[src/hdl/assert_macros.svh]
// Assertion macros shared by the RTL. Each check samples on the rising edge of clk
// and is switched off while rst_n is low.
`ifndef ASSERT_MACROS_SVH
`define ASSERT_MACROS_SVH

`ifndef SYNTHESIS

// The consequent must hold in the same cycle as the antecedent.
`define JHG_ASSERT_NOW(lbl, ant, con, msg) \
  lbl: assert property (@(posedge clk) disable iff (!rst_n) (ant) |-> (con)) else $error(msg);

// The consequent must hold in the cycle after the antecedent.
`define JHG_ASSERT_NEXT(lbl, ant, con, msg) \
  lbl: assert property (@(posedge clk) disable iff (!rst_n) (ant) |=> (con)) else $error(msg);

`else

`define JHG_ASSERT_NOW(lbl, ant, con, msg)
`define JHG_ASSERT_NEXT(lbl, ant, con, msg)

`endif

`endif

[src/hdl/jhg_pkg.sv]
package jhg_pkg;

  // Command opcodes carried by the input word.
  localparam logic [1:0] OP_INIT = 2'd0;
  localparam logic [1:0] OP_STEP = 2'd1;
  localparam logic [1:0] OP_READ = 2'd2;

  // Register indexes on the configuration port.
  localparam logic [1:0] REG_GRID_SIDE = 2'd0;
  localparam logic [1:0] REG_WALL_TEMP = 2'd1;
  localparam logic [1:0] REG_FIRE_TEMP = 2'd2;
  localparam logic [1:0] REG_FIRE_RAD  = 2'd3;

  // Reset values of the registers.
  localparam logic [7:0]  GRID_SIDE_RST = 8'd128;
  localparam logic [15:0] WALL_TEMP_RST = 16'd0;
  localparam logic [15:0] FIRE_TEMP_RST = 16'd25600;
  localparam logic [7:0]  FIRE_RAD_RST  = 8'd16;

  // Controller states.
  typedef enum logic [3:0] {
    ST_IDLE,
    ST_SETUP,
    ST_INIT_MUL,
    ST_INIT_WR,
    ST_STEP_UD,
    ST_STEP_LR,
    ST_STEP_WR,
    ST_READ,
    ST_READ_DATA,
    ST_DONE
  } ctrl_state_t;

  // Commands from the controller to the datapath.
  typedef struct packed {
    logic accept;
    logic setup;
    logic init_mul;
    logic init_wr;
    logic step_ud;
    logic step_lr;
    logic step_wr;
    logic rd_issue;
    logic rd_capture;
    logic finish;
  } jhg_cmd_t;

  // Status from the datapath to the controller.
  typedef struct packed {
    logic last_cell;
    logic out_free;
  } jhg_sts_t;

endpackage

[src/hdl/jhg_ctrl.sv]
module jhg_ctrl (
  input  logic              clk,
  input  logic              rst_n,
  input  logic              in_valid,
  output logic              in_ready,
  input  logic [1:0]        in_opcode,
  input  jhg_pkg::jhg_sts_t sts,
  output jhg_pkg::jhg_cmd_t cmd
);

  jhg_pkg::ctrl_state_t state_r, state_nxt;
  logic [1:0]           op_r, op_nxt;

  // State and opcode registers.
  always_ff @(posedge clk) begin
    if (!rst_n) begin
      state_r <= jhg_pkg::ST_IDLE;
    end else begin
      state_r <= state_nxt;
    end
    op_r <= op_nxt;
  end

  // The opcode is held for the whole command.
  always_comb begin
    op_nxt = op_r;
    if (state_r == jhg_pkg::ST_IDLE && in_valid) begin
      op_nxt = in_opcode;
    end
  end

  // Next state.
  always_comb begin
    state_nxt = state_r;
    unique case (state_r)
      jhg_pkg::ST_IDLE: begin
        if (in_valid) state_nxt = jhg_pkg::ST_SETUP;
      end
      jhg_pkg::ST_SETUP: begin
        unique case (op_r)
          jhg_pkg::OP_INIT: state_nxt = jhg_pkg::ST_INIT_MUL;
          jhg_pkg::OP_STEP: state_nxt = jhg_pkg::ST_STEP_UD;
          jhg_pkg::OP_READ: state_nxt = jhg_pkg::ST_READ;
          default:          state_nxt = jhg_pkg::ST_DONE;
        endcase
      end
      jhg_pkg::ST_INIT_MUL:  state_nxt = jhg_pkg::ST_INIT_WR;
      jhg_pkg::ST_INIT_WR: begin
        state_nxt = sts.last_cell ? jhg_pkg::ST_DONE : jhg_pkg::ST_INIT_MUL;
      end
      jhg_pkg::ST_STEP_UD:   state_nxt = jhg_pkg::ST_STEP_LR;
      jhg_pkg::ST_STEP_LR:   state_nxt = jhg_pkg::ST_STEP_WR;
      jhg_pkg::ST_STEP_WR: begin
        state_nxt = sts.last_cell ? jhg_pkg::ST_DONE : jhg_pkg::ST_STEP_UD;
      end
      jhg_pkg::ST_READ:      state_nxt = jhg_pkg::ST_READ_DATA;
      jhg_pkg::ST_READ_DATA: state_nxt = jhg_pkg::ST_DONE;
      jhg_pkg::ST_DONE: begin
        if (sts.out_free) state_nxt = jhg_pkg::ST_IDLE;
      end
      default: state_nxt = jhg_pkg::ST_IDLE;
    endcase
  end

  // Commands decoded from the state.
  always_comb begin
    cmd            = '0;
    in_ready       = (state_r == jhg_pkg::ST_IDLE);
    cmd.accept     = (state_r == jhg_pkg::ST_IDLE) && in_valid;
    cmd.setup      = (state_r == jhg_pkg::ST_SETUP);
    cmd.init_mul   = (state_r == jhg_pkg::ST_INIT_MUL);
    cmd.init_wr    = (state_r == jhg_pkg::ST_INIT_WR);
    cmd.step_ud    = (state_r == jhg_pkg::ST_STEP_UD);
    cmd.step_lr    = (state_r == jhg_pkg::ST_STEP_LR);
    cmd.step_wr    = (state_r == jhg_pkg::ST_STEP_WR);
    cmd.rd_issue   = (state_r == jhg_pkg::ST_READ);
    cmd.rd_capture = (state_r == jhg_pkg::ST_READ_DATA);
    cmd.finish     = (state_r == jhg_pkg::ST_DONE) && sts.out_free;
  end

endmodule

[config.mk]
export PLATFORM = sky130hd
export DESIGN_NAME = jhg_ctrl
export DESIGN_NICKNAME = d
export VERILOG_FILES = /design/src/hdl/assert_macros.svh /design/src/hdl/jhg_pkg.sv /design/src/hdl/jhg_ctrl.sv
export SDC_FILE = /design/constraint.sdc
export NUM_CORES = 1
export LEC_CHECK = 0
export BUFFER_PORTS_ARGS = -buffer_cell sky130_fd_sc_hd__buf_2
export CAP_MARGIN = 25
export CELL_PAD_IN_SITES_DETAIL_PLACEMENT = 1
export CELL_PAD_IN_SITES_GLOBAL_PLACEMENT = 1
export CORE_MARGIN = 1.5
export CORE_UTILIZATION = 33
export DETAILED_ROUTE_END_ITERATION = 8
export GPL_TIMING_DRIVEN = 0
export PLACE_DENSITY_LB_ADDON = 0.1
export SLEW_MARGIN = 30
export SYNTH_ARGS = -nofsm -noshare
export SYNTH_HDL_FRONTEND = slang
export SYNTH_SLANG_ARGS = --single-unit
[constraint.sdc]
create_clock -name clk -period 1.7 [get_ports clk]
set_input_delay 0.085 -clock clk [delete_from_list [all_inputs] [get_ports clk]]
set_output_delay 0.085 -clock clk [all_outputs]
set_load 0.05 [all_outputs]
Word-level counts from Yosys, hierarchy flattened
Index checks and enable logic that the tools add are counted.
Storage, ports and cells
  register bits: 6
  latch bits: 0
  bits in writable memories: 0
  memory bits (read-only): 0
  bits of input ports: 7
  memories: 0
Operators by class
  add/subtract/negate cells: 0
  multipliers: 0
  divide/modulo/power cells: 0
  magnitude comparators: 0
  equal/unequal tests: 13
  shifts and indexed selects: 0
  muxes and demuxes: 6
  bitwise gates (word level): 0
  reduce and logical (&&, ||, !) cells: 5
Operators with widths (count)
  $pmux 4 s10: 1
  $eq 4x3->1 const B: 4
  $mux 4: 4
  $pmux 4 s3: 1
  $eq 4x2->1 const B: 2
  $eq 4x4->1 const B: 2
  $eq 4x1->1 const B: 1
  $logic_not 4->1: 1
  $ne 2x2->1 const B: 2
  $eq 2x1->1 const B: 1
  $eq 2x2->1 const B: 1
  $logic_and 1x1->1: 2
  $logic_not 2->1: 1
  $reduce_and 2->1: 1

Longest topological paths before layout
  word-level depth: 3
  depth in mapped cells: 5
  mapped depth without buffers: 5

Worst setup path before layout
Ideal clock, no wire load.
  kind: register -> register
  start point: reg state_r[3]
  end point: reg op_r[0], enable pin
  library setup time: 0.375 ns
  data arrival time: 2.055 ns
  setup slack: -0.729 ns
  cell stages (with the launch flop): 4
  path buffers: 1
  period minus slack after synthesis: 2.429 ns
  path through: dfxtp_1 > buf_6 > nor4_2 > and2_1
RTL lines
  start, declared: line jhg_ctrl.sv:11  | jhg_pkg::ctrl_state_t state_r, state_nxt;
  start signal, assigned: line jhg_ctrl.sv:17  | state_r <= jhg_pkg::ST_IDLE;
  start signal, assigned: line jhg_ctrl.sv:19  | state_r <= state_nxt;
  end signal, assigned: line jhg_ctrl.sv:21  | op_r <= op_nxt;
  end, declared: line jhg_ctrl.sv:12  | logic [1:0] op_r, op_nxt;

==> out/qor.csv <==
metric,value,unit
status,finished clean,
r2r-start,op_r[1],
synth_fa_ha_area_share,7.32,%
yosys.area.top_type,dfxtp_1,
critPathCaptureType,output pin,
path_clk_slew,60,ps
synth-edff-count,2,
cts_buffer_depth,2,
area_growth,36.6,%
grt-ovfl-total,0,
power_density,1400,mW/mm2
wl_per_cell,14.5,um
total_power,0.984,mW
vias,555,
track_usage,18.9,%
hp-start,rst_n,
synthFlopType,dfxtp_1,
ys_types,29,
finalMaxSlewViolations,0,
synth-xor-area-share,0,%
cts_tree,built,
drt-total-wl,1470,um
yosysMostFrequentCell,nor2_1,
syn_inst,63,
hold_viol,0,
post_cts.repair.setup_buffers,0,
worst_pin_slew,276,ps
routabilityCongestion,0.763,
synth_simple_gate_area_share,36.1,%
grt_antenna_before_repair,0,
min_period,1580,ps
synth_seq_cells,6,
startpoint_type,flip-flop,
grt_pass1_wl,2480,um
fin_skew,16.0,ps
ctsHtreeMaxLevel,1,
drc,0,
dr.pass1.iters,4,
p_leak,0.321,nW
min_path_type,input port to flip-flop,
rsz0062_at_grt,false,
crit_required,1620,ps
timing.final.crit_share,92.7,%
antenna_cells,0,
postRouteAntennaNets,0,
clkLatencyLatePin,270,ps
grt_max_degree,11,
synth_compound_area_share,20.7,%
yosys.area.top_type_share,15.6,%
rows,14,
max_cap_violations,0,
yosysSeqAreaShare,27.3,%
ys_warn_count,0,
synth_mux_area_share,0,%
layout.nets,97,
multi_input_area,355,um2
layout-drive-gt1-share,38.4,%
synth_area_leaders,"dfxtp_1 16%, edfxtp_1 12%, ha_1 7.3%, a21oi_1 4.9%, nand2b_1 4.9%",
initial_core_util,34.9,%
fp.dieH,42.4,um
ir_drop,0.000636,V
io_buffers,17,
die_area,0.00180,mm2
max_slew_margin,81.6,%
clock-root-buffer,clkbuf_4,
syn_nets,73,
max_freq,634,MHz
num_io_pins,18,
cp_max_fo,10,
grt_pass1_vias,549,
drt_iter0_markers,6,
dp_hpwl,1110,um
syn-cell-area,513,um2
vias_per_cell,5.44,
synth_common_cells,"6 x nor2_1, 5 x a21oi_1, 5 x nor3_1",
cts_inserted_buffers,3,
synth_top_family_by_area,simple AND/OR/NAND/NOR gates,
clock-sinks,6,
cp-startpoint,state_r[1],
crit_arrival,1490,ps
core_area,0.00147,mm2
async_flop_share,0,%
seq_area,141,um2
finalSetupTns,0,ps
syn_avg_cell_area,8.14,um2
fillers,190,
finalSetupViolations,0,
worstSetupPathType,flip-flop to output pin,
die_w,42.4,um
state kept, by name (all words and copies together) (netlist names):
name / flops
state_r: 4
op_r: 2
layout make-up:
class                      count  area share (%)
multi-input combinational     49            50.7
sequential                     6            20.2
timing repair buffer          19            15.0
buffer                         4            5.36
clock buffer                   4            3.75
tap                           16            2.86
inverter                       4            2.14
routing by layer:
layer  global-route usage, %  vias up  part of all wire (%)
met5                       0        -                     0
met4                    5.63        0                   1.2
met3                    7.76        4                   6.0
met2                    28.3       13                    48
met1                    24.6      264                    45
li1                        -      274                     -
worst paths after layout:
check	end	slack [ps]	cells after the start
max	cmd[9]	120	4
min	state_r[1]	80	2
max reg2reg	state_r[0]	200	4
min reg2reg	state_r[0]	730	2
per-stage QoR:
| stage | hold WS, ps | instances | cell area [um2] | util (%) | worst slack [ps] |
|---|---|---|---|---|---|
| after floorplan | 184 | 63 | 547 | - | -131 |
| after global placement | 262 | 96 | 652 | 44.3 | 234 |
| after detailed placement | 263 | 96 | 652 | 44.3 | 232 |
| after CTS | 3.32 | 101 | 688 | 46.8 | 112 |
| after global routing | 92.8 | 102 | 701 | 47.6 | 15.4 |
| final | 83.1 | 102 | 701 | 47.6 | 123 |
worst max-delay path, stage by stage, from the launching register on:
cell	delay [ps]
dfxtp_2	350
buf_6	150
nor4_4	250
and2_4	210
buf_2	260
power breakdown:
group,total (mW),internal (mW),switching (mW)
Sequential,0.235,0.185,0.0491
Combinational,0.594,0.206,0.387
Clock,0.156,0.0898,0.0659
Total,0.984,0.482,0.502
layout by cell type (no fill, tap or decap), types with 2 or more instances in the layout:
master	instances
a21oi_1	5
buf_2	17
buf_6	2
clkbuf_4	4
dfxtp_1	3
dlygate4sd3_1	2
edfxtp_1	2
ha_1	3
inv_1	4
nand2_1	3
nand2b_1	4
nor2_1	6
nor2b_1	2
nor3_1	2
nor3_2	4
nor3b_1	3
o21ai_0	2
o31a_1	2
cell families (layout without fill, tap and decap cells):
group,after synthesis,after routing
AO/OA/AOI/OAI,15,15
adder cells (fa/ha/maj),3,3
buffers and inverters,8,31
flip-flops,6,6
AND/OR/NAND/NOR,31,31
timing repair:
item | in CTS | in global routing
hold endpoints to repair | 1 | 1
setup endpoints to repair | 0 | 1
hold buffers | 1 | 1
resized for setup | 0 | 1
No activity file was read; power rests on OpenSTA's default activity.
